--- config.mk ---
export PLATFORM = sky130hd
export DESIGN_NAME = bitmap_change_classifier
export DESIGN_NICKNAME = d
export VERILOG_FILES = /design/src/hdl/bcc_pkg.sv /design/src/hdl/bitmap_change_classifier.sv /design/src/hdl/bcc_pix_cmp.sv /design/src/hdl/bcc_core.sv
export SDC_FILE = /design/constraint.sdc
export NUM_CORES = 1
export LEC_CHECK = 0
export BUFFER_PORTS_ARGS = -buffer_cell sky130_fd_sc_hd__buf_2
export CAP_MARGIN = 20
export CORE_ASPECT_RATIO = 1.75
export CORE_MARGIN = 3
export CORE_UTILIZATION = 45
export CTS_CLUSTER_SIZE = 40
export DETAILED_ROUTE_END_ITERATION = 10
export GPL_TIMING_DRIVEN = 0
export PLACE_DENSITY = 0.65
export SLEW_MARGIN = 20
export SYNTH_ARGS = -nofsm -noshare
export SYNTH_HDL_FRONTEND = slang
export SYNTH_SLANG_ARGS = --single-unit
--- constraint.sdc ---
create_clock -name clk_i -period 7.2 [get_ports clk_i]
set_input_delay 1.08 -clock clk_i [delete_from_list [all_inputs] [get_ports clk_i]]
set_output_delay 1.08 -clock clk_i [all_outputs]
set_load 0.05 [all_outputs]
--- src/hdl/bcc_pkg.sv ---
// ----------------------------------------------------------------------------
// bcc_pkg
// Shared types and constants for the bitmap change classifier.
// ----------------------------------------------------------------------------
package bcc_pkg;

  // word modes
  localparam logic [1:0] MODE_OLD   = 2'd0;
  localparam logic [1:0] MODE_NEW   = 2'd1;
  localparam logic [1:0] MODE_PIXEL = 2'd2;

  localparam int unsigned DIM_W  = 13;
  localparam int unsigned POS_W  = 16;
  localparam int unsigned PIX_W  = 32;
  localparam int unsigned LEFT_W = 25;
  localparam int unsigned PROD_W = 2 * DIM_W;

  localparam logic [LEFT_W-1:0] LEFT_MAX  = {LEFT_W{1'b1}};
  localparam logic [7:0]        TOL_RESET = 8'd20;

  typedef enum logic [1:0] {
    KIND_NONE     = 2'd0,
    KIND_POSITION = 2'd1,
    KIND_ALPHA    = 2'd2,
    KIND_CONTENT  = 2'd3
  } kind_e;

  // verdict of one pixel pair
  typedef struct packed {
    logic set_alpha;
    logic set_color;
  } pix_flags_t;

  function automatic kind_e final_kind(input logic color_diff, input logic alpha_diff,
                                       input logic moved);
    kind_e k;
    if (color_diff) begin
      k = KIND_CONTENT;
    end else if (!alpha_diff) begin
      k = moved ? KIND_POSITION : KIND_NONE;
    end else begin
      k = moved ? KIND_CONTENT : KIND_ALPHA;
    end
    return k;
  endfunction

endpackage

--- src/hdl/bitmap_change_classifier.sv ---
// ----------------------------------------------------------------------------
// bitmap_change_classifier
// Classifies the change between two RGBA overlay bitmaps as none, position
// only, alpha only or content, from two descriptors and a pixel-pair run.
// ----------------------------------------------------------------------------
//
//  channel  | direction | handshake              | word
//  ---------+-----------+------------------------+---------------------------
//  in       | to block  | in_valid_i / in_stall_o| mode, descriptor, pixels
//  out      | from block| out_valid_o/out_stall_i| change_kind
//  cfg      | to block  | cfg_we_i               | colour tolerance
//
// One word per cycle sustained while the output is not stalled: a word sits in
// the input register, is judged by the core and its class (if any) lands in the
// output register.
// Reset clears the descriptor store, run counter, flags and both valid bits;
// the tolerance returns to 20.
// A stalled output register holds the input register, and in_stall_o rises
// only while both are full.
// ----------------------------------------------------------------------------
module bitmap_change_classifier import bcc_pkg::*; #(
  parameter int unsigned MAX_DIM = 4096
) (
  input  logic             clk_i,
  input  logic             rst_ni,
  input  logic             cfg_we_i,
  input  logic [7:0]       cfg_wdata_i,
  input  logic             in_valid_i,
  output logic             in_stall_o,
  input  logic [1:0]       mode_i,
  input  logic             present_i,
  input  logic [POS_W-1:0] pos_x_i,
  input  logic [POS_W-1:0] pos_y_i,
  input  logic [DIM_W-1:0] width_i,
  input  logic [DIM_W-1:0] height_i,
  input  logic [PIX_W-1:0] old_pixel_i,
  input  logic [PIX_W-1:0] new_pixel_i,
  output logic             out_valid_o,
  input  logic             out_stall_i,
  output logic [1:0]       change_kind_o
);

  logic [7:0]       tol_q;

  // input register
  logic             in_valid_q, in_valid_d;
  logic [1:0]       mode_q;
  logic             present_q;
  logic [POS_W-1:0] pos_x_q, pos_y_q;
  logic [DIM_W-1:0] width_q, height_q;
  logic [PIX_W-1:0] old_pixel_q, new_pixel_q;

  // output register
  logic             out_valid_q, out_valid_d;
  kind_e            kind_q;

  logic             advance, accept, go;
  logic             res_valid;
  kind_e            res_kind;

  // the pipe moves whenever the output register is free or being drained
  assign advance    = !out_valid_q || !out_stall_i;
  assign go         = in_valid_q && advance;
  assign in_stall_o = in_valid_q && !advance;
  assign accept     = in_valid_i && !in_stall_o;

  assign in_valid_d  = accept || (in_valid_q && !advance);
  assign out_valid_d = advance ? res_valid : out_valid_q;

  always_ff @(posedge clk_i or negedge rst_ni) begin
    if (!rst_ni) begin
      tol_q       <= TOL_RESET;
      in_valid_q  <= 1'b0;
      out_valid_q <= 1'b0;
    end else begin
      if (cfg_we_i) begin
        tol_q <= cfg_wdata_i;
      end
      in_valid_q  <= in_valid_d;
      out_valid_q <= out_valid_d;
    end
  end

  // payload, no reset
  always_ff @(posedge clk_i) begin
    if (accept) begin
      mode_q      <= mode_i;
      present_q   <= present_i;
      pos_x_q     <= pos_x_i;
      pos_y_q     <= pos_y_i;
      width_q     <= width_i;
      height_q    <= height_i;
      old_pixel_q <= old_pixel_i;
      new_pixel_q <= new_pixel_i;
    end
    if (advance && res_valid) begin
      kind_q <= res_kind;
    end
  end

  bcc_core #(
    .MAX_DIM (MAX_DIM)
  ) u_core (
    .clk_i       (clk_i),
    .rst_ni      (rst_ni),
    .tol_i       (tol_q),
    .go_i        (go),
    .mode_i      (mode_q),
    .present_i   (present_q),
    .pos_x_i     (pos_x_q),
    .pos_y_i     (pos_y_q),
    .width_i     (width_q),
    .height_i    (height_q),
    .old_pixel_i (old_pixel_q),
    .new_pixel_i (new_pixel_q),
    .res_valid_o (res_valid),
    .res_kind_o  (res_kind)
  );

  assign out_valid_o   = out_valid_q;
  assign change_kind_o = kind_q;

endmodule

--- src/hdl/bcc_pix_cmp.sv ---
// ----------------------------------------------------------------------------
// bcc_pix_cmp
// Compares one old/new RGBA pixel pair against the colour tolerance.
// ----------------------------------------------------------------------------
module bcc_pix_cmp import bcc_pkg::*; (
  input  logic [PIX_W-1:0] old_pixel_i,
  input  logic [PIX_W-1:0] new_pixel_i,
  input  logic [7:0]       tol_i,
  output pix_flags_t       flags_o
);

  logic [7:0] a0, a1;
  logic [2:0] chan_over;

  assign a0 = old_pixel_i[31:24];
  assign a1 = new_pixel_i[31:24];

  // per-channel absolute difference, R G B
  always_comb begin
    logic [7:0] c0, c1, d;
    for (int i = 0; i < 3; i++) begin
      c0 = old_pixel_i[8*i +: 8];
      c1 = new_pixel_i[8*i +: 8];
      d  = (c0 > c1) ? (c0 - c1) : (c1 - c0);
      chan_over[i] = d > tol_i;
    end
  end

  always_comb begin
    flags_o = '0;
    if (a0 == 8'd0 && a1 == 8'd0) begin
      flags_o = '0;
    end else if (a0 == 8'd0 || a1 == 8'd0) begin
      flags_o.set_alpha = 1'b1;
    end else if (|chan_over) begin
      flags_o.set_color = 1'b1;
    end else if (a0 != a1) begin
      flags_o.set_alpha = 1'b1;
    end
  end

endmodule

--- src/hdl/bcc_core.sv ---
// ----------------------------------------------------------------------------
// bcc_core
// Descriptor store, pixel run counter and sticky flags; decides the class.
// ----------------------------------------------------------------------------
module bcc_core import bcc_pkg::*; #(
  parameter int unsigned MAX_DIM = 4096
) (
  input  logic             clk_i,
  input  logic             rst_ni,
  input  logic [7:0]       tol_i,
  input  logic             go_i,
  input  logic [1:0]       mode_i,
  input  logic             present_i,
  input  logic [POS_W-1:0] pos_x_i,
  input  logic [POS_W-1:0] pos_y_i,
  input  logic [DIM_W-1:0] width_i,
  input  logic [DIM_W-1:0] height_i,
  input  logic [PIX_W-1:0] old_pixel_i,
  input  logic [PIX_W-1:0] new_pixel_i,
  output logic             res_valid_o,
  output kind_e            res_kind_o
);

  logic              old_present_q, old_present_d;
  logic [POS_W-1:0]  old_left_q, old_left_d, old_top_q, old_top_d;
  logic [DIM_W-1:0]  old_wide_q, old_wide_d, old_tall_q, old_tall_d;
  logic              moved_q, moved_d;
  logic [LEFT_W-1:0] left_q, left_d;
  logic              alpha_q, alpha_d, color_q, color_d;

  pix_flags_t        pflags;
  logic [DIM_W-1:0]  w_clamp, h_clamp;
  logic [PROD_W-1:0] count;
  logic [LEFT_W-1:0] count_sat;
  logic              moved_now, alpha_nx, color_nx;

  bcc_pix_cmp u_pix_cmp (
    .old_pixel_i (old_pixel_i),
    .new_pixel_i (new_pixel_i),
    .tol_i       (tol_i),
    .flags_o     (pflags)
  );

  // clamp each side to MAX_DIM, then saturate the area to the counter range
  always_comb begin
    w_clamp = (32'(width_i)  > MAX_DIM) ? DIM_W'(MAX_DIM) : width_i;
    h_clamp = (32'(height_i) > MAX_DIM) ? DIM_W'(MAX_DIM) : height_i;
  end

  assign count     = PROD_W'(w_clamp) * PROD_W'(h_clamp);
  assign count_sat = (|count[PROD_W-1:LEFT_W]) ? LEFT_MAX : count[LEFT_W-1:0];
  assign moved_now = (old_left_q != pos_x_i) || (old_top_q != pos_y_i);

  // sticky flags only change until the colour flag is set
  assign color_nx = color_q | pflags.set_color;
  assign alpha_nx = color_q ? alpha_q : (alpha_q | pflags.set_alpha);

  always_comb begin
    old_present_d = old_present_q;
    old_left_d    = old_left_q;
    old_top_d     = old_top_q;
    old_wide_d    = old_wide_q;
    old_tall_d    = old_tall_q;
    moved_d       = moved_q;
    left_d        = left_q;
    alpha_d       = alpha_q;
    color_d       = color_q;
    res_valid_o   = 1'b0;
    res_kind_o    = KIND_NONE;
    if (go_i) begin
      case (mode_i)
        MODE_OLD: begin
          left_d        = '0;
          old_present_d = present_i;
          old_left_d    = pos_x_i;
          old_top_d     = pos_y_i;
          old_wide_d    = width_i;
          old_tall_d    = height_i;
        end
        MODE_NEW: begin
          left_d = '0;
          if (!old_present_q && !present_i) begin
            res_valid_o = 1'b1;
            res_kind_o  = KIND_NONE;
          end else if (!old_present_q || !present_i ||
                       old_wide_q != width_i || old_tall_q != height_i) begin
            res_valid_o = 1'b1;
            res_kind_o  = KIND_CONTENT;
          end else begin
            moved_d = moved_now;
            alpha_d = 1'b0;
            color_d = 1'b0;
            if (count_sat == '0) begin
              res_valid_o = 1'b1;
              res_kind_o  = final_kind(1'b0, 1'b0, moved_now);
            end else begin
              left_d = count_sat;
            end
          end
        end
        MODE_PIXEL: begin
          if (left_q != '0) begin
            alpha_d = alpha_nx;
            color_d = color_nx;
            left_d  = left_q - LEFT_W'(1);
            if (left_q == LEFT_W'(1)) begin
              res_valid_o = 1'b1;
              res_kind_o  = final_kind(color_nx, alpha_nx, moved_q);
            end
          end
        end
        default: begin
          // spare mode: dropped
        end
      endcase
    end
  end

  always_ff @(posedge clk_i or negedge rst_ni) begin
    if (!rst_ni) begin
      old_present_q <= 1'b0;
      old_left_q    <= '0;
      old_top_q     <= '0;
      old_wide_q    <= '0;
      old_tall_q    <= '0;
      moved_q       <= 1'b0;
      left_q        <= '0;
      alpha_q       <= 1'b0;
      color_q       <= 1'b0;
    end else begin
      old_present_q <= old_present_d;
      old_left_q    <= old_left_d;
      old_top_q     <= old_top_d;
      old_wide_q    <= old_wide_d;
      old_tall_q    <= old_tall_d;
      moved_q       <= moved_d;
      left_q        <= left_d;
      alpha_q       <= alpha_d;
      color_q       <= color_d;
    end
  end

endmodule

==> out/qor.csv <==
stage;metric;value;unit
sta;max_slew_margin;41.6;%
critical_path;cp_slowest_stage_delay;0.58;ns
sta;hold_viol;0;
clock_tree;path_clk_slew;0.07;ns
critical_path;start_kind;register;
global_route;grt_overflow;0;
critical_path;crit_path_start;width_q[12];
detailed_routing;ant_nets;0;
pwr;p_leak;9.04;nW
critical_path;path_buf_inv;6;
synth;syn_area;17400;um^2
synth;synth_warnings;0;
run_status;outcome;complete, no violations;
global_route;grt_pass1_wl;69800;um
global_route;grt_pass1_vias;13900;
pwr;powerDensity;221;nW/um^2
synth;synth_fa_ha_area_share;25.1;%
detailed_routing;viasPerCell;5.47;
detailed_routing;drt_iter0_markers;592;
detailed_routing;routed_wl;43700;um
pwr;peakVddDrop;0.240;mV
final_layout;layout_commonest_cell;inv_1;
synth;synth-seq-cells;224;
synth;yosys.area_share.simple;13.9;%
pwr;power_frac_comb;36.0;%
synth;synth_fp_nets;2099;
critical_path;crit_family;adder cells;
critical_path;worstRegToRegCells;23;
critical_path;reg2reg_slack;0.22;ns
critical_path;end_kind;register;
clock_tree;cts_tree;done;
sta;period_share;97.0;%
critical_path;cp_slowest_cell;or4_4;
clock_tree;h-tree-depth;1;
final_layout;nFillCells;3488;
final_layout;final_cell_mix;inv_1, nand2_1, buf_2;
die;core-area;37900;um^2
job;maxCapViolCount;0;
critical_path;crit_arrival;7.20;ns
sta;tns;0;ns
final_layout;finalNetCount;2272;
placement;routabilityCongestion;0.952;
sta;worstMarginPinSlew;0.865;ns
placement;dp_hpwl;35100;um
placement;io_buffers;141;
final_layout;final_cells;2359;
sta;finalCriticalPeriod;6.98;ns
sta;fmax;143;MHz
die;die_w;155;um
die;die_area;41100;um^2
sta;clock_skew;0.0357;ns
global_route;antenna_found_initial;4;
sta;rsz0062_at_grt;no;
clock_tree;numCtsBuffers;21;
sta;whs;0.408;ns
sta;setup_viol;0;
clock_tree;cts_hold_buf;0;
synth;synth_top_family_by_area;adder cells;
synth;synth_edf_count;127;
detailed_routing;drc_errors;0;
critical_path;crit_type;reg2reg;
final_layout;area_growth_syn_to_layout;13.9;%
critical_path;cp_max_fo;10;
min_path;min_path_type;in2async;
placement;dp.cells;2316;
pwr;seq_power_share;37.6;%
synth;syn_inst;1689;
synth;synth_xor_area_share;4.98;%
detailed_routing;wl_per_cell;18.5;um
pwr;switching_share;35.3;%
critical_path;crit_chain;clkbuf_4, clkinv_2, nand2_1, nor2_1, fa_1, inv_1, fa_1, inv_1, fa_1, fa_1, inv_1, fa_1, inv_1, ha_1, and3_1, a221oi_4, o221a_4, xor2_2, nand4_1, nor4b_2, nand4_1, or4_4, a21oi_4;
critical_path;crit_end;change_kind_o[1];
critical_path;crit-reg2reg-capture;change_kind_o[1];
critical_path;rr_startpoint;width_q[12];
final_layout;drive_above_1_share;18.0;%
pwr;p_sw;1.54;mW
synth;async_flop_share;43.3;%
die;row_count;94;
sta;drv_slew;0;
detailed_routing;dr.pass1.iters;5;
die;start_util;45.9;%
die;die_h;266;um
clock_tree;cts_buffer_depth;3;
synth;synth_cell_type_count;78;
synth;ys_seq_area_share;35.9;%
global_route;grt_usage;21.4;%
synth;synth_compound_area_share;8.52;%
global_route;grt_max_degree;78;
synth;synth-main-ff-cell;edfxtp_1;
clock_tree;cts.sinks;224;
pwr;power.internal;2.82;mW
clock_tree;clock_latency;0.54;ns
pwr;power.share.clock;26.4;%
detailed_routing;vias;12900;
critical_path;cp.required;7.42;ns
die;num_io_pins;142;
synth;avgSynthCellArea;10.3;um^2
synth;synth_mux_area_share;5.43;%
critical_path;crit_path_frequent_cell;fa_1;
clock_tree;clock-root-buffer;clkbuf_16;
critical_path;cp.depth;23;
## registers in the layout, indices dropped and copies added, names as in the netlist
name / cells
u_core.old_wide_q: 13
u_core.color_q: 1
u_core.old_left_q: 16
height_q: 13
u_core.moved_q: 1
u_core.alpha_q: 1
u_core.old_top_q: 16
u_core.left_q: 25
new_pixel_q: 32
out_valid_o: 1
pos_y_q: 16
u_core.old_tall_q: 13
mode_q: 2
change_kind_o: 2
width_q: 13
tol_q: 8
pos_x_q: 16
u_core.old_present_q: 1
present_q: 1
old_pixel_q: 32
in_valid_q: 1
## power groups by stage
| stage | logic [mW] | registers [mW] | clock network, mW |
|---|---|---|---|
| after global placement | 1.49 | 1.66 | 0 |
| after CTS | 1.55 | 1.64 | 1.19 |
| after global routing | 1.75 | 1.66 | 1.24 |
| after detailed placement | 1.53 | 1.67 | 0 |
| final | 1.57 | 1.64 | 1.15 |
| after floorplan | 1.10 | 1.64 | 0 |
## repair_timing
action | in CTS | in global routing
endpoints found under the hold margin | 0 | 0
buffers inserted | 6 | 3
pin swaps | 0 | 1
resized for setup | 39 | 34
setup endpoints to repair | 28 | 8
## Yosys cell counts, types with 43 or more instances
library cell,n,share of area [%]
nor2_1,115,2.5
dfrtp_1,95,14
xnor2_1,68,3.4
inv_1,227,4.9
mux2_2,66,4.3
edfxtp_1,127,22
ha_1,145,10
fa_1,127,15
o21ai_0,66,1.9
clkbuf_1,43,0.93
a21oi_1,60,1.7
nand2_1,169,3.7
## final cells by class
type | instances | area, um^2 | area share, %
clock buffer | 27 | 611 | 3.08
timing repair buffer | 156 | 915 | 4.62
tap | 480 | 601 | 3.03
clock inverter | 11 | 109 | 0.550
multi-input combinational | 1180 | 10200 | 51.6
inverter | 228 | 857 | 4.33
buffer | 51 | 248 | 1.25
antenna | 2 | 5.00 | 0.0253
sequential | 224 | 6240 | 31.5
## through the flow
stage	area, um^2	util (%)	total power, mW	worst slack [ns]
5_1_grt	19800	52.3	4.66	0.00348
4_1_cts	19700	52.0	4.38	0.0268
6_report	19800	52.3	4.37	0.219
2_1_floorplan	17400	-	2.74	0.404
3_3_place_gp	18700	49.3	3.15	-0.706
3_5_place_dp	18800	49.7	3.20	-0.749
## routing by layer
layer  routed length (um)  share of wire, %  track usage (%)
met3                 1820               4.2             2.68
met1                14900                34             21.9
met5                   27             0.062                0
met4                 2980               6.8             12.8
met2                24000                55             40.8
## logic make-up (layout without fill, tap and decap cells)
kind of cell | after synthesis | after routing
XOR/XNOR | 98 | 98
multiplexers | 86 | 86
flip-flops | 224 | 224
buffers and inverters | 285 | 473
AO/OA/AOI/OAI | 226 | 226
AND/OR/NAND/NOR | 498 | 498
other | 0 | 2
adder cells (fa/ha/maj) | 272 | 272
## worst min path at each step
stage | cells past startpoint | end
2_1_floorplan | 2 | u_core.left_q[19]
4_1_cts | 1 | in_valid_q
3_5_place_dp | 2 | u_core.left_q[19]
3_3_place_gp | 1 | u_core.color_q
6_report | 1 | in_valid_q
5_1_grt | 1 | in_valid_q
No activity file was read; power rests on OpenSTA's default activity.
